**src/sv/bcsc_pkg.sv**
```systemverilog
// Shared types, constants and helpers of the battery charge stage controller.
// No dependencies; every other file refers to it by scoped names.
package bcsc_pkg;

  localparam int ADC_BITS_DEF  = 12;
  localparam int TICK_BITS_DEF = 32;

  // Configuration port and register storage widths
  localparam int CFG_ADDR_BITS = 3;
  localparam int CFG_DATA_BITS = 32;
  localparam int LVL_BITS      = 16;
  localparam int TIMEOUT_BITS  = 32;
  localparam int DLY_BITS      = 16;

  localparam int STAGE_BITS = 3;
  localparam int DRIVE_BITS = 7;
  localparam int SETTLE_BITS = 5;
  localparam int TEMP_BITS  = 3;

  // Register reset values
  localparam int LOW_CAP_RESET   = 2000;
  localparam int PRECHARGE_RESET = 2500;
  localparam int FULL_RESET      = 3500;
  localparam int RECHARGE_RESET  = 3300;
  localparam logic [TIMEOUT_BITS-1:0] TIMEOUT_RESET = TIMEOUT_BITS'(600000);
  localparam logic [DLY_BITS-1:0] FAST_DLY_RESET = DLY_BITS'(500);
  localparam logic [DLY_BITS-1:0] SLOW_DLY_RESET = DLY_BITS'(100);
  localparam int MARGIN_RESET    = 500;

  typedef enum logic [CFG_ADDR_BITS-1:0] {
    REG_LOW_CAP   = 3'd0,
    REG_PRECHARGE = 3'd1,
    REG_FULL      = 3'd2,
    REG_RECHARGE  = 3'd3,
    REG_TIMEOUT   = 3'd4,
    REG_FAST_DLY  = 3'd5,
    REG_SLOW_DLY  = 3'd6,
    REG_MARGIN    = 3'd7
  } bcsc_reg_t;

  typedef enum logic [4:0] {
    ST_LOW  = 5'b00001,
    ST_PRE  = 5'b00010,
    ST_CC   = 5'b00100,
    ST_RC   = 5'b01000,
    ST_TERM = 5'b10000
  } bcsc_stage_t;

  // External stage codes
  localparam logic [STAGE_BITS-1:0] CODE_LOW  = 3'd0;
  localparam logic [STAGE_BITS-1:0] CODE_PRE  = 3'd1;
  localparam logic [STAGE_BITS-1:0] CODE_CC   = 3'd2;
  localparam logic [STAGE_BITS-1:0] CODE_RC   = 3'd3;
  localparam logic [STAGE_BITS-1:0] CODE_TERM = 3'd4;

  localparam logic [DRIVE_BITS-1:0] DRIVE_OFF  = 7'd0;
  localparam logic [DRIVE_BITS-1:0] DRIVE_SOFT = 7'd20;
  localparam logic [DRIVE_BITS-1:0] DRIVE_PRE  = 7'd40;
  localparam logic [DRIVE_BITS-1:0] DRIVE_RC   = 7'd50;
  localparam logic [DRIVE_BITS-1:0] DRIVE_FULL = 7'd100;

  localparam logic [SETTLE_BITS-1:0] SETTLE_NONE  = 5'd0;
  localparam logic [SETTLE_BITS-1:0] SETTLE_SHORT = 5'd2;
  localparam logic [SETTLE_BITS-1:0] SETTLE_LONG  = 5'd20;

  localparam logic [TEMP_BITS-1:0] TEMP_ABSENT  = 3'd0;
  localparam logic [TEMP_BITS-1:0] TEMP_EXTREME = 3'd5;

  typedef struct packed {
    logic fast;
    logic full;
    logic disc;
    logic fail;
  } bcsc_leds_t;

  typedef struct packed {
    logic [LVL_BITS-1:0]     low_cap;
    logic [LVL_BITS-1:0]     precharge;
    logic [LVL_BITS-1:0]     full;
    logic [LVL_BITS-1:0]     recharge;
    logic [TIMEOUT_BITS-1:0] timeout;
    logic [DLY_BITS-1:0]     fast_dly;
    logic [DLY_BITS-1:0]     slow_dly;
    logic [LVL_BITS-1:0]     margin;
  } bcsc_cfg_t;

  function automatic logic [STAGE_BITS-1:0] stage_code(bcsc_stage_t st);
    logic [STAGE_BITS-1:0] code;
    unique case (st)
      ST_LOW:  code = CODE_LOW;
      ST_PRE:  code = CODE_PRE;
      ST_CC:   code = CODE_CC;
      ST_RC:   code = CODE_RC;
      ST_TERM: code = CODE_TERM;
      default: code = CODE_LOW;
    endcase
    return code;
  endfunction

endpackage

```
**src/sv/bcsc_sample_if.sv**
```systemverilog
// Sample channel of the battery charge stage controller.
// Depends on bcsc_pkg for default widths.
interface bcsc_sample_if #(
  parameter int ADC_BITS  = bcsc_pkg::ADC_BITS_DEF,
  parameter int TICK_BITS = bcsc_pkg::TICK_BITS_DEF
);
  logic                           valid;
  logic                           ready;
  logic [ADC_BITS-1:0]            battery_reading;
  logic [ADC_BITS-1:0]            charger_reading;
  logic [bcsc_pkg::TEMP_BITS-1:0] bottom_temp_code;
  logic [bcsc_pkg::TEMP_BITS-1:0] top_temp_code;
  logic                           in_standby;
  logic [TICK_BITS-1:0]           now_ms;

  modport source (
    output valid, battery_reading, charger_reading, bottom_temp_code, top_temp_code,
           in_standby, now_ms,
    input  ready
  );
  modport sink (
    input  valid, battery_reading, charger_reading, bottom_temp_code, top_temp_code,
           in_standby, now_ms,
    output ready
  );
endinterface

```
**src/sv/bcsc_result_if.sv**
```systemverilog
// Result channel of the battery charge stage controller.
// Depends on bcsc_pkg for field widths.
interface bcsc_result_if;
  logic                             valid;
  logic                             ready;
  logic [bcsc_pkg::STAGE_BITS-1:0]  charge_stage;
  logic [bcsc_pkg::DRIVE_BITS-1:0]  drive_percent;
  logic                             fast_charge_led;
  logic                             full_float_led;
  logic                             disconnect_led;
  logic                             charger_fail_led;
  logic [bcsc_pkg::SETTLE_BITS-1:0] settle_delay_ms;

  modport source (
    output valid, charge_stage, drive_percent, fast_charge_led, full_float_led,
           disconnect_led, charger_fail_led, settle_delay_ms,
    input  ready
  );
  modport sink (
    input  valid, charge_stage, drive_percent, fast_charge_led, full_float_led,
           disconnect_led, charger_fail_led, settle_delay_ms,
    output ready
  );
endinterface

```
**src/sv/bcsc_cfg_if.sv**
```systemverilog
// Register write channel of the battery charge stage controller.
// Depends on bcsc_pkg for index and data widths.
interface bcsc_cfg_if;
  logic                               valid;
  logic                               ready;
  logic [bcsc_pkg::CFG_ADDR_BITS-1:0] index;
  logic [bcsc_pkg::CFG_DATA_BITS-1:0] data;

  modport source (output valid, index, data, input ready);
  modport sink (input valid, index, data, output ready);
endinterface

```
**src/sv/battery_charge_stage_controller.sv**
```systemverilog
// Battery charge stage controller: takes one sample beat per clock unless the result side
// stalls, and returns one result beat per sample. A sample is held in an input register; once
// the result register can load, the stage logic updates the kept stage, stage start time, drive
// and LEDs and loads the result register, so the sustained rate is one sample per cycle while
// the result side keeps taking beats. The input register frees as soon as the result register
// can load, so a new sample is taken even while a finished result waits. Register writes are
// meant for idle periods only.
// Depends on bcsc_pkg, the three channel interfaces, bcsc_cfg and bcsc_step.
module battery_charge_stage_controller #(
  parameter int ADC_BITS  = bcsc_pkg::ADC_BITS_DEF,
  parameter int TICK_BITS = bcsc_pkg::TICK_BITS_DEF
) (
  input  logic            clk,
  input  logic            rst,
  bcsc_sample_if.sink     samp,
  bcsc_result_if.source   res,
  bcsc_cfg_if.sink        cfg
);

  bcsc_pkg::bcsc_cfg_t regs;

  // input register
  logic                           pipe_valid;
  logic [ADC_BITS-1:0]            pipe_batt;
  logic [ADC_BITS-1:0]            pipe_chg;
  logic [bcsc_pkg::TEMP_BITS-1:0] pipe_bot;
  logic [bcsc_pkg::TEMP_BITS-1:0] pipe_top;
  logic                           pipe_standby;
  logic [TICK_BITS-1:0]           pipe_now;

  // kept charger state
  bcsc_pkg::bcsc_stage_t           stage;
  logic [TICK_BITS-1:0]            stage_start;
  logic [bcsc_pkg::DRIVE_BITS-1:0] drive;
  bcsc_pkg::bcsc_leds_t            leds;

  bcsc_pkg::bcsc_stage_t            stage_next;
  logic [TICK_BITS-1:0]             stage_start_next;
  logic [bcsc_pkg::DRIVE_BITS-1:0]  drive_next;
  bcsc_pkg::bcsc_leds_t             leds_next;
  logic [bcsc_pkg::SETTLE_BITS-1:0] settle_next;

  logic res_valid;
  logic res_free;
  logic advance;

  assign res_free   = !res_valid || res.ready;
  assign advance    = pipe_valid && res_free;
  assign samp.ready = !pipe_valid || res_free;

  bcsc_cfg #(
    .ADC_BITS(ADC_BITS)
  ) u_cfg (
    .clk  (clk),
    .rst  (rst),
    .cfg  (cfg),
    .regs (regs)
  );

  bcsc_step #(
    .ADC_BITS (ADC_BITS),
    .TICK_BITS(TICK_BITS)
  ) u_step (
    .regs      (regs),
    .batt      (pipe_batt),
    .chg       (pipe_chg),
    .bot       (pipe_bot),
    .top       (pipe_top),
    .standby   (pipe_standby),
    .now       (pipe_now),
    .stage     (stage),
    .start     (stage_start),
    .drive     (drive),
    .leds      (leds),
    .stage_next(stage_next),
    .start_next(stage_start_next),
    .drive_next(drive_next),
    .leds_next (leds_next),
    .settle    (settle_next)
  );

  always_ff @(posedge clk) begin
    if (rst) begin
      pipe_valid <= 1'b0;
    end else if (samp.ready) begin
      pipe_valid <= samp.valid;
    end
  end

  always_ff @(posedge clk) begin
    if (samp.valid && samp.ready) begin
      pipe_batt    <= samp.battery_reading;
      pipe_chg     <= samp.charger_reading;
      pipe_bot     <= samp.bottom_temp_code;
      pipe_top     <= samp.top_temp_code;
      pipe_standby <= samp.in_standby;
      pipe_now     <= samp.now_ms;
    end
  end

  // commit the step only when the result register takes it
  always_ff @(posedge clk) begin
    if (rst) begin
      stage       <= bcsc_pkg::ST_LOW;
      stage_start <= '0;
      drive       <= bcsc_pkg::DRIVE_OFF;
      leds        <= '0;
    end else if (advance) begin
      stage       <= stage_next;
      stage_start <= stage_start_next;
      drive       <= drive_next;
      leds        <= leds_next;
    end
  end

  always_ff @(posedge clk) begin
    if (rst) begin
      res_valid <= 1'b0;
    end else if (res_free) begin
      res_valid <= pipe_valid;
    end
  end

  always_ff @(posedge clk) begin
    if (advance) begin
      res.charge_stage     <= bcsc_pkg::stage_code(stage_next);
      res.drive_percent    <= drive_next;
      res.fast_charge_led  <= leds_next.fast;
      res.full_float_led   <= leds_next.full;
      res.disconnect_led   <= leds_next.disc;
      res.charger_fail_led <= leds_next.fail;
      res.settle_delay_ms  <= settle_next;
    end
  end

  assign res.valid = res_valid;

  // termination always leaves the drive off
  assert property (@(posedge clk) disable iff (rst)
    (res_valid && res.charge_stage == bcsc_pkg::CODE_TERM)
      |-> (res.drive_percent == bcsc_pkg::DRIVE_OFF))
    else $error("termination result with drive on");

  // a long settle request only comes with the drive cut in the low-battery stage
  assert property (@(posedge clk) disable iff (rst)
    (res_valid && res.settle_delay_ms == bcsc_pkg::SETTLE_LONG)
      |-> (res.drive_percent == bcsc_pkg::DRIVE_OFF
           && res.charge_stage == bcsc_pkg::CODE_LOW))
    else $error("long settle without drive cut");

  // a sample that moves on always lands in the result register
  assert property (@(posedge clk) disable iff (rst)
    advance |=> res_valid)
    else $error("sample lost between input and result register");

  // the kept stage only changes when a sample moves on
  assert property (@(posedge clk) disable iff (rst)
    !advance |=> $stable(stage))
    else $error("stage changed without a sample");

endmodule

```
**src/sv/bcsc_cfg.sv**
```systemverilog
// Configuration register bank: thresholds, timeout, fast and slow check delays and margin.
// Depends on bcsc_pkg and bcsc_cfg_if.
module bcsc_cfg #(
  parameter int ADC_BITS = bcsc_pkg::ADC_BITS_DEF
) (
  input  logic                clk,
  input  logic                rst,
  bcsc_cfg_if.sink            cfg,
  output bcsc_pkg::bcsc_cfg_t regs
);

  localparam logic [ADC_BITS-1:0] RST_LOW_CAP   = ADC_BITS'(bcsc_pkg::LOW_CAP_RESET);
  localparam logic [ADC_BITS-1:0] RST_PRECHARGE = ADC_BITS'(bcsc_pkg::PRECHARGE_RESET);
  localparam logic [ADC_BITS-1:0] RST_FULL      = ADC_BITS'(bcsc_pkg::FULL_RESET);
  localparam logic [ADC_BITS-1:0] RST_RECHARGE  = ADC_BITS'(bcsc_pkg::RECHARGE_RESET);
  localparam logic [ADC_BITS-1:0] RST_MARGIN    = ADC_BITS'(bcsc_pkg::MARGIN_RESET);

  logic [bcsc_pkg::LVL_BITS-1:0] wr_lvl;

  assign cfg.ready = 1'b1;
  assign wr_lvl = bcsc_pkg::LVL_BITS'(cfg.data[ADC_BITS-1:0]);

  always_ff @(posedge clk) begin
    if (rst) begin
      regs.low_cap   <= bcsc_pkg::LVL_BITS'(RST_LOW_CAP);
      regs.precharge <= bcsc_pkg::LVL_BITS'(RST_PRECHARGE);
      regs.full      <= bcsc_pkg::LVL_BITS'(RST_FULL);
      regs.recharge  <= bcsc_pkg::LVL_BITS'(RST_RECHARGE);
      regs.timeout   <= bcsc_pkg::TIMEOUT_RESET;
      regs.fast_dly  <= bcsc_pkg::FAST_DLY_RESET;
      regs.slow_dly  <= bcsc_pkg::SLOW_DLY_RESET;
      regs.margin    <= bcsc_pkg::LVL_BITS'(RST_MARGIN);
    end else if (cfg.valid) begin
      unique case (bcsc_pkg::bcsc_reg_t'(cfg.index))
        bcsc_pkg::REG_LOW_CAP:   regs.low_cap   <= wr_lvl;
        bcsc_pkg::REG_PRECHARGE: regs.precharge <= wr_lvl;
        bcsc_pkg::REG_FULL:      regs.full      <= wr_lvl;
        bcsc_pkg::REG_RECHARGE:  regs.recharge  <= wr_lvl;
        bcsc_pkg::REG_TIMEOUT:   regs.timeout   <= cfg.data[bcsc_pkg::TIMEOUT_BITS-1:0];
        bcsc_pkg::REG_FAST_DLY:  regs.fast_dly  <= cfg.data[bcsc_pkg::DLY_BITS-1:0];
        bcsc_pkg::REG_SLOW_DLY:  regs.slow_dly  <= cfg.data[bcsc_pkg::DLY_BITS-1:0];
        bcsc_pkg::REG_MARGIN:    regs.margin    <= wr_lvl;
        default: ;
      endcase
    end
  end

endmodule

```
**src/sv/bcsc_step.sv**
```systemverilog
// Next-state logic for one sample: stage transitions, drive, LEDs and settle delay.
// Depends on bcsc_pkg; purely combinational.
module bcsc_step #(
  parameter int ADC_BITS  = bcsc_pkg::ADC_BITS_DEF,
  parameter int TICK_BITS = bcsc_pkg::TICK_BITS_DEF
) (
  input  bcsc_pkg::bcsc_cfg_t              regs,
  input  logic [ADC_BITS-1:0]              batt,
  input  logic [ADC_BITS-1:0]              chg,
  input  logic [bcsc_pkg::TEMP_BITS-1:0]   bot,
  input  logic [bcsc_pkg::TEMP_BITS-1:0]   top,
  input  logic                             standby,
  input  logic [TICK_BITS-1:0]             now,
  input  bcsc_pkg::bcsc_stage_t            stage,
  input  logic [TICK_BITS-1:0]             start,
  input  logic [bcsc_pkg::DRIVE_BITS-1:0]  drive,
  input  bcsc_pkg::bcsc_leds_t             leds,
  output bcsc_pkg::bcsc_stage_t            stage_next,
  output logic [TICK_BITS-1:0]             start_next,
  output logic [bcsc_pkg::DRIVE_BITS-1:0]  drive_next,
  output bcsc_pkg::bcsc_leds_t             leds_next,
  output logic [bcsc_pkg::SETTLE_BITS-1:0] settle
);

  localparam int CMP_BITS = (TICK_BITS > bcsc_pkg::TIMEOUT_BITS) ? TICK_BITS
                                                                 : bcsc_pkg::TIMEOUT_BITS;

  logic [TICK_BITS-1:0]          elapsed;
  logic [CMP_BITS-1:0]           elapsed_w;
  logic [bcsc_pkg::LVL_BITS-1:0] batt_l;
  logic [bcsc_pkg::LVL_BITS-1:0] chg_l;
  logic [bcsc_pkg::LVL_BITS-1:0] floor_lvl;
  logic                          absent;
  logic                          forced;
  logic                          supply_fail;
  logic                          timed_out;
  logic                          fast_due;
  logic                          slow_due;

  always_comb begin
    elapsed   = now - start;
    elapsed_w = CMP_BITS'(elapsed);
    batt_l    = bcsc_pkg::LVL_BITS'(batt);
    chg_l     = bcsc_pkg::LVL_BITS'(chg);
    // saturate the margin subtraction at zero
    floor_lvl = (batt_l > regs.margin) ? batt_l - regs.margin : '0;
    supply_fail = (chg_l < regs.full) && (chg_l < floor_lvl);
    timed_out = elapsed_w >= CMP_BITS'(regs.timeout);
    fast_due  = elapsed_w >= CMP_BITS'(regs.fast_dly);
    slow_due  = elapsed_w >= CMP_BITS'(regs.slow_dly);
    absent = (bot == bcsc_pkg::TEMP_ABSENT) && (top == bcsc_pkg::TEMP_ABSENT);
    forced = !standby || (bot == bcsc_pkg::TEMP_EXTREME) || (top == bcsc_pkg::TEMP_EXTREME);
  end

  always_comb begin
    stage_next = stage;
    start_next = start;
    drive_next = drive;
    leds_next  = leds;
    settle     = bcsc_pkg::SETTLE_NONE;
    if (absent) begin
      drive_next     = bcsc_pkg::DRIVE_OFF;
      settle         = bcsc_pkg::SETTLE_LONG;
      leds_next.fast = 1'b0;
      leds_next.full = 1'b0;
      leds_next.disc = 1'b1;
      stage_next     = bcsc_pkg::ST_LOW;
    end else if (forced) begin
      drive_next     = bcsc_pkg::DRIVE_OFF;
      settle         = bcsc_pkg::SETTLE_LONG;
      leds_next.fast = 1'b0;
      leds_next.full = 1'b0;
      stage_next     = bcsc_pkg::ST_LOW;
      start_next     = now;
    end else begin
      unique case (stage)
        bcsc_pkg::ST_LOW: begin
          if (batt_l <= regs.low_cap) begin
            if (!timed_out) begin
              drive_next = bcsc_pkg::DRIVE_PRE;
            end else begin
              drive_next     = bcsc_pkg::DRIVE_OFF;
              leds_next.disc = 1'b1;
            end
          end else begin
            drive_next     = bcsc_pkg::DRIVE_PRE;
            leds_next.disc = 1'b0;
            leds_next.fast = 1'b1;
            stage_next     = bcsc_pkg::ST_PRE;
            start_next     = now;
          end
        end
        bcsc_pkg::ST_PRE: begin
          if (batt_l >= regs.precharge) begin
            drive_next     = bcsc_pkg::DRIVE_FULL;
            leds_next.fast = 1'b1;
            stage_next     = bcsc_pkg::ST_CC;
            start_next     = now;
          end else if (batt_l < regs.low_cap) begin
            drive_next     = bcsc_pkg::DRIVE_OFF;
            settle         = bcsc_pkg::SETTLE_LONG;
            leds_next.fast = 1'b0;
            leds_next.disc = 1'b1;
            stage_next     = bcsc_pkg::ST_LOW;
            start_next     = now;
          end else if (fast_due) begin
            leds_next.fail = supply_fail;
          end
        end
        bcsc_pkg::ST_CC: begin
          if (batt_l >= regs.full) begin
            drive_next     = bcsc_pkg::DRIVE_OFF;
            leds_next.fast = 1'b0;
            leds_next.full = 1'b1;
            stage_next     = bcsc_pkg::ST_TERM;
            start_next     = now;
          end else if (batt_l <= regs.precharge) begin
            drive_next     = bcsc_pkg::DRIVE_SOFT;
            leds_next.fast = 1'b0;
            stage_next     = bcsc_pkg::ST_PRE;
            start_next     = now;
          end else if (fast_due) begin
            leds_next.fail = supply_fail;
          end
        end
        bcsc_pkg::ST_RC: begin
          if (batt_l >= regs.full) begin
            drive_next     = bcsc_pkg::DRIVE_OFF;
            leds_next.full = 1'b1;
            stage_next     = bcsc_pkg::ST_TERM;
            start_next     = now;
          end else if (batt_l <= regs.recharge) begin
            drive_next     = bcsc_pkg::DRIVE_FULL;
            settle         = bcsc_pkg::SETTLE_SHORT;
            leds_next.fast = 1'b1;
            leds_next.full = 1'b0;
            stage_next     = bcsc_pkg::ST_CC;
            start_next     = now;
          end else if (slow_due) begin
            leds_next.fail = chg_l < batt_l;
          end
        end
        bcsc_pkg::ST_TERM: begin
          // keep the start time on the way back to recharge
          if (slow_due && (batt_l < regs.recharge)) begin
            drive_next = bcsc_pkg::DRIVE_RC;
            settle     = bcsc_pkg::SETTLE_SHORT;
            stage_next = bcsc_pkg::ST_RC;
          end
        end
        default: ;
      endcase
    end
  end

endmodule
```
**src/flat_wrapper.sv**
```systemverilog
// flat-port wrapper written by rule: the top's interface ports become plain ports
module battery_charge_stage_controller_flat 
#(
  parameter int ADC_BITS  = bcsc_pkg::ADC_BITS_DEF,
  parameter int TICK_BITS = bcsc_pkg::TICK_BITS_DEF
)
  (clk, rst, samp_valid, samp_battery_reading, samp_charger_reading, samp_bottom_temp_code, samp_top_temp_code, samp_in_standby, samp_now_ms, samp_ready, res_valid, res_charge_stage, res_drive_percent, res_fast_charge_led, res_full_float_led, res_disconnect_led, res_charger_fail_led, res_settle_delay_ms, res_ready, cfg_valid, cfg_index, cfg_data, cfg_ready);
  bcsc_sample_if #(.ADC_BITS(ADC_BITS), .TICK_BITS(TICK_BITS)) samp_i ();
  bcsc_result_if res_i ();
  bcsc_cfg_if cfg_i ();
  input  logic clk;
  input  logic rst;
  input wire logic [$bits(samp_i.valid)-1:0] samp_valid;
  input wire logic [$bits(samp_i.battery_reading)-1:0] samp_battery_reading;
  input wire logic [$bits(samp_i.charger_reading)-1:0] samp_charger_reading;
  input wire logic [$bits(samp_i.bottom_temp_code)-1:0] samp_bottom_temp_code;
  input wire logic [$bits(samp_i.top_temp_code)-1:0] samp_top_temp_code;
  input wire logic [$bits(samp_i.in_standby)-1:0] samp_in_standby;
  input wire logic [$bits(samp_i.now_ms)-1:0] samp_now_ms;
  output wire logic [$bits(samp_i.ready)-1:0] samp_ready;
  output wire logic [$bits(res_i.valid)-1:0] res_valid;
  output wire logic [$bits(res_i.charge_stage)-1:0] res_charge_stage;
  output wire logic [$bits(res_i.drive_percent)-1:0] res_drive_percent;
  output wire logic [$bits(res_i.fast_charge_led)-1:0] res_fast_charge_led;
  output wire logic [$bits(res_i.full_float_led)-1:0] res_full_float_led;
  output wire logic [$bits(res_i.disconnect_led)-1:0] res_disconnect_led;
  output wire logic [$bits(res_i.charger_fail_led)-1:0] res_charger_fail_led;
  output wire logic [$bits(res_i.settle_delay_ms)-1:0] res_settle_delay_ms;
  input wire logic [$bits(res_i.ready)-1:0] res_ready;
  input wire logic [$bits(cfg_i.valid)-1:0] cfg_valid;
  input wire logic [$bits(cfg_i.index)-1:0] cfg_index;
  input wire logic [$bits(cfg_i.data)-1:0] cfg_data;
  output wire logic [$bits(cfg_i.ready)-1:0] cfg_ready;
  assign samp_i.valid = samp_valid;
  assign samp_i.battery_reading = samp_battery_reading;
  assign samp_i.charger_reading = samp_charger_reading;
  assign samp_i.bottom_temp_code = samp_bottom_temp_code;
  assign samp_i.top_temp_code = samp_top_temp_code;
  assign samp_i.in_standby = samp_in_standby;
  assign samp_i.now_ms = samp_now_ms;
  assign samp_ready = samp_i.ready;
  assign res_valid = res_i.valid;
  assign res_charge_stage = res_i.charge_stage;
  assign res_drive_percent = res_i.drive_percent;
  assign res_fast_charge_led = res_i.fast_charge_led;
  assign res_full_float_led = res_i.full_float_led;
  assign res_disconnect_led = res_i.disconnect_led;
  assign res_charger_fail_led = res_i.charger_fail_led;
  assign res_settle_delay_ms = res_i.settle_delay_ms;
  assign res_i.ready = res_ready;
  assign cfg_i.valid = cfg_valid;
  assign cfg_i.index = cfg_index;
  assign cfg_i.data = cfg_data;
  assign cfg_ready = cfg_i.ready;
  battery_charge_stage_controller #(.ADC_BITS(ADC_BITS), .TICK_BITS(TICK_BITS)) u_core (.clk(clk), .rst(rst), .samp(samp_i), .res(res_i), .cfg(cfg_i));
endmodule
```
**config.mk**
```make
export PLATFORM = sky130hd
export DESIGN_NAME = battery_charge_stage_controller_flat
export DESIGN_NICKNAME = d
export VERILOG_FILES = /design/src/sv/bcsc_pkg.sv /design/src/sv/bcsc_sample_if.sv /design/src/sv/bcsc_result_if.sv /design/src/sv/bcsc_cfg_if.sv /design/src/sv/battery_charge_stage_controller.sv /design/src/sv/bcsc_cfg.sv /design/src/sv/bcsc_step.sv /design/src/flat_wrapper.sv
export SDC_FILE = /design/constraint.sdc
export NUM_CORES = 1
export LEC_CHECK = 0
export ABC_CLOCK_PERIOD_IN_PS = 4300
export BUFFER_PORTS_ARGS = -buffer_cell sky130_fd_sc_hd__buf_2
export CELL_PAD_IN_SITES_DETAIL_PLACEMENT = 1
export CELL_PAD_IN_SITES_GLOBAL_PLACEMENT = 1
export CORE_MARGIN = 2
export CORE_UTILIZATION = 35
export CTS_CLUSTER_SIZE = 28
export DETAILED_ROUTE_END_ITERATION = 8
export HOLD_SLACK_MARGIN = 0.1
export PLACE_DENSITY_LB_ADDON = 0.05
export SETUP_SLACK_MARGIN = 0.2
export SLEW_MARGIN = 20
export SYNTH_ARGS = -nofsm -noshare
export SYNTH_HDL_FRONTEND = slang
export SYNTH_SLANG_ARGS = --single-unit
```
**constraint.sdc**
```tcl
create_clock -name clk -period 4.3 [get_ports clk]
set_clock_uncertainty 0.1 [all_clocks]
set_input_delay 0 -clock clk [delete_from_list [all_inputs] [get_ports clk]]
set_output_delay 0 -clock clk [all_outputs]
set_load 0.005 [all_outputs]
```
Word level (Yosys, flattened, before mapping)
Index checks and enable logic that the tools add are counted.
{ "totals": {"output_inout_bits": 22, "memories": 0, "ram_bits": 0, "register_bits": 256, "input_bits": 103, "romBits": 0, "latch_bits": 0} }
{ "classes": {"shifts": 0, "n_eq_ne": 22, "n_div": 0, "muxes": 68, "n_reduce_logical": 26, "n_lt_le_gt_ge": 14, "n_bitwise": 1, "mul": 0, "addsub": 2} }
{ "ops": {"columns": ["operator", "count"], "rows": [
  ["$mux W32", 8],
  ["$pmux W32 S4", 1],
  ["$mux W7", 10],
  ["$ge A32 B16 Y1", 2],
  ["$mux W5", 12],
  ["$lt A12 B12 Y1", 4],
  ["$le A12 B12 Y1", 3],
  ["$pmux W7 S5", 1],
  ["$ge A32 B32 Y1", 1],
  ["$sub A32 B32 Y32", 1],
  ["$pmux W5 S5", 1],
  ["$ge A12 B12 Y1", 2],
  ["$mux W1", 19],
  ["$eq A3 B3 Y1 const B", 6],
  ["$lt A12 B16 Y1", 1],
  ["$mux W16", 1],
  ["$reduce_and A2 Y1", 8],
  ["$pmux W5 S3", 1],
  ["$mux W2", 7],
  ["$sub A12 B12 Y13", 1],
  ["$gt A12 B12 Y1", 1],
  ["$ne A4 B4 Y1 const B", 3],
  ["$pmux W3 S4", 1],
  ["$eq A5 B2 Y1 const B", 2],
  ["other kinds (20)", 36]
]} }

Logic depth before layout (Yosys ltp)
{ "depth": {"word_depth": 10, "mapped_depth": 25, "ltp_nobuf": 25} }

Modules after synthesis
From an unflattened synthesis, not the netlist that was laid out.
{ "unflattened": {"hier_cells": 1894, "area_unflattened_um2": 17490.5} }
{ "by_module_without_submodules": {"columns": ["module", "cells_each", "seq_area_each_um2", "area_each_um2", "n_inst"], "rows": [
  ["bcsc_step", 1102, 0.0, 7672.4, 1],
  ["bcsc_cfg", 486, 2482.4, 5088.6, 1],
  ["battery_charge_stage_controller", 306, 3463.3, 4729.5, 1]
]} }

Worst setup path before layout
Ideal clock, no wire load.
{ "synth_path": {"path_kind": "register to register", "startpoint": "reg u_core.pipe_batt[0]", "endpoint": "reg u_core.res.charger_fail_led (data pin)", "synth_period_minus_slack_ps": 4424, "stages_incl_launch_ff": 24, "t_required_ps": 3925, "setup_time_ps": 275, "arrival_ps": 4049, "setup_slack_ps": -124, "path_cell_list": "edfxtp_1 > inv_1 > ha_1 > inv_1 > fa_1 > a21o_1 > a21oi_1 > o21bai_1 > a2111oi_0 > nor3_1 > and2_1 > o21a_1 > nor2_1 > xnor2_1 > nand2_1 > ha_1 > nand4_1 > nor3_1 > o311ai_0 > a22oi_1 > a221o_1 > a31oi_1 > o21ai_1 > a41oi_1"} }
{ "synth_lines": {"columns": ["element", "line_no", "text"], "rows": [
  ["from (decl)", "battery_charge_stage_controller.sv:24", "logic [ADC_BITS-1:0] pipe_batt;"],
  ["from (signal assigned)", "battery_charge_stage_controller.sv:92", "pipe_batt <= samp.battery_reading;"],
  ["to (signal assigned)", "battery_charge_stage_controller.sv:131", "res.charger_fail_led <= leds_next.fail;"],
  ["to (decl)", "bcsc_result_if.sv:16", "disconnect_led, charger_fail_led, settle_delay_ms,"]
]} }

==> impl_metrics.ini <==
[setup_path]
r2r-end = u_core.res.charger_fail_led
r2r-start = u_core.pipe_batt[0]
critPathCaptureType = register
cpPeakStageDelay_ns = 0.38
arrival_ns = 4.60
path_max_fanout = 3
critical_path.top_delay_family = compound AO/OA/AOI/OAI gates
required_ns = 4.50
slowest_stage = edfxtp_1
r2r_cells = 25
path_buf_inv = 2
cp-start-kind = register
r2r_setup_slack_ns = -0.10
setup.worst_path.class = register to register

[place]
gp_congestion = 0.862
numPortBuffers = 121
placed_area_sq_mm = 0.0175
hpwl_microns = 37000
dp.cells = 2570

[hold_path]
min_from = cfg_data[15]
holdPathStages = 4
worstHoldEndpoint = u_core.u_cfg.regs[47]
min_path_type = input port to register

[route]
wl_microns = 52700
drc = 0
routed_via_density = 5.09
detail-route-antenna-nets = 0
dr_total_vias = 14543
wl_per_cell_microns = 18.4
drt_pass1_iterations = 6
drt-initial-drc-count = 551

[clock_tree]
root_buffer = clkbuf_16
path_clk_slew_ns = 0.06
clk_latency_ns = 0.58
clock_sinks = 253
htree_levels = 1
cts_tree = built
cts_made_buffers = 31
clockBufferDepth = 3

[die]
num_rows = 76
core_sq_mm = 0.0433
die_w_microns = 214
dieArea_sq_mm = 0.0456
io_pins = 125
initial_utilization_pct = 35.6
die_h_microns = 214

[sta]
drv_slew = 0
rsz0062_at_grt = true
max_freq_mhz = 227
period_minus_slack_ns = 4.40
hold_viol = 0
setup_slack_ns = -0.103
tightestPinTransition_ns = 1.06
post-route-period-util_pct = 102
setup-violations-final = 1
hold_ws_ns = 0.147
relSlewSlack_pct = 29.4
fin_setup_tns_ns = -0.103

[pwr]
p_per_area_mw_per_mm2 = 337
netSwitchingFraction_pct = 29.3
p_int_mw = 5.09
p_comb_share_pct = 25.5
p_leak_nw = 8.96
power.clock.fraction_pct = 38.0
ir_drop_mv = 0.275
seqPwrFrac_pct = 36.5
p_sw_mw = 2.11

[global_route]
antenna_found_initial = 1
grt_max_degree = 68
grt_pass1_wl_microns = 83400
grt_usage_pct = 23.3
grt-ovfl-total = 0
grt_pass1_vias = 15652

[layout]
drive_gt1_share_pct = 19.3
nets = 2543
fin_area_sq_mm = 0.0214
area.growth.synth_to_final_pct = 38.8
final_core_util_pct = 49.4
final_cells = 2859

[logic_synthesis]
synth_ff_type = dfxtp_1
synth.ff_latch_count = 253
ys_warn_count = 0
synthCells = 1799
syn_area_per_cell_sq_um = 8.55
synthArstFlopShare_pct = 0
synth-edff-count = 79
synthesis.area_sq_mm = 0.0154
synthDistinctLibCells = 77
yosysSeqAreaShare_pct = 38.1

[status]
status = complete, but fails checks
violations = setup timing

[run]
maxCapViolations = 0
-- final cells by class --
cell class              instances  area, sq um
diodes                          1         2.50
clock buffers                  42          910
clock inverters                14          148
fillers                      4990        21900
inverters                     176          661
multi-input cells            1301         9130
flip-flops and latches        253         5860
well taps                     585          732
repair buffers                487         3920
-- per-stage QoR --
step	power, mW	worst slack [ns]
floorplan	3.58	0.0924
global placement	4.16	-0.190
detailed placement	4.21	-0.313
CTS	7.20	-0.260
global route	7.56	-0.403
finish	7.19	-0.103
-- power by group through the flow --
stage	registers (mW)	clock network [mW]	logic, mW
3_3_place_gp	2.67	0	1.49
4_1_cts	2.62	2.80	1.78
5_1_grt	2.63	2.89	2.04
2_1_floorplan	2.66	0	0.920
6_report	2.62	2.73	1.83
3_5_place_dp	2.67	0	1.54
-- worst max-delay path by stage --
stage / from / endpoint / slack, ns / depth (start not counted)
finish: u_core.pipe_batt[0] / u_core.res.charger_fail_led / -0.10 / 25
global route: u_core.pipe_batt[0] / u_core.res.charger_fail_led / -0.40 / 25
CTS: u_core.pipe_batt[0] / u_core.res.charger_fail_led / -0.26 / 22
detailed placement: u_core.pipe_batt[0] / u_core.res.charger_fail_led / -0.31 / 23
global placement: u_core.pipe_batt[0] / u_core.res.charger_fail_led / -0.19 / 22
floorplan: u_core.pipe_batt[0] / u_core.res.charger_fail_led / 0.09 / 22
-- Yosys cell counts (25+ instances only) --
cell,instances,area [sq um]
a21o_1,50,375
a21oi_1,187,936
clkbuf_1,48,180
dfxtp_1,174,3480
edfxtp_1,79,2370
ha_1,188,2350
inv_1,174,653
mux2i_1,32,320
nand2_1,290,1090
nand3_1,26,130
nand4_1,29,181
nor2_1,112,420
nor3_1,25,125
o211ai_1,59,443
o21ai_0,59,295
-- sequential cells by signal, indices dropped and copies added, names as in the netlist, 2 cells and up --
name	flops
u_core.pipe_now	32
u_core.pipe_chg	12
u_core.res.settle_delay_ms	2
u_core.pipe_bot	3
u_core.pipe_top	3
u_core.pipe_batt	12
u_core.drive	7
u_core.res.charge_stage	3
u_core.leds	4
u_core.res.drive_percent	7
u_core.stage	5
u_core.u_cfg.regs	124
u_core.stage_start	32
-- what timing repair did --
item,4_1_cts,5_1_grt
pin swaps,52,41
endpoints found under the hold margin,223,0
cloned,0,0
hold buffers,208,0
gates resized for setup,69,44
endpoints found under the setup margin,22,24
buffers inserted,13,11
-- cells by family after synthesis --
family | Yosys count | share of synthesized area, %
other cells | 2 | 0.0488
xor+xnor | 37 | 2.11
flops | 253 | 38.1
compound gates | 455 | 18.7
mux | 32 | 2.08
buf+inv | 246 | 6.28
fa+ha+maj | 190 | 15.5
simple gates | 584 | 17.2
-- cells in the final DEF, fill, tap and decap left out, types with 33 or more instances in the layout --
cell type,Yosys,layout
a21oi_1,187,168
dlygate4sd3_1,0,208
buf_4,4,152
buf_2,4,120
ha_1,188,175
inv_1,174,170
o21ai_0,59,52
a21o_1,50,50
nor2_1,112,104
clkbuf_16,0,33
o211ai_1,59,59
nand2_1,290,286
edfxtp_1,79,79
dfxtp_1,174,174
-- metal layers --
layer / track usage [%] / vias up / part of all wire, %
li1: - / 7222 / -
met1: 27.4 / 7051 / 43
met2: 44.2 / 189 / 52
met3: 2.42 / 81 / 2.2
met4: 6.78 / 0 / 2.8
met5: 0 / - / 0
-- worst register-to-register path, cell delays in order, from the launching register on --
cell       delay [ns]
edfxtp_1         0.38
inv_2            0.09
ha_4             0.14
inv_2            0.04
fa_2             0.33
a21o_1           0.17
a21oi_2          0.15
o21bai_2         0.10
a2111oi_4        0.31
nor3_2           0.09
and2_1           0.15
o21a_1           0.18
nor2_2           0.10
xnor2_1          0.13
nand2_1          0.11
ha_4             0.28
nand4_1          0.16
nor3_1           0.21
nor3_1           0.07
o211ai_1         0.10
a21oi_2          0.05
a22oi_2          0.21
a221o_1          0.16
a31oi_2          0.05
o21ai_2          0.18
a41oi_2          0.11
(Power assumes the default switching activity.)
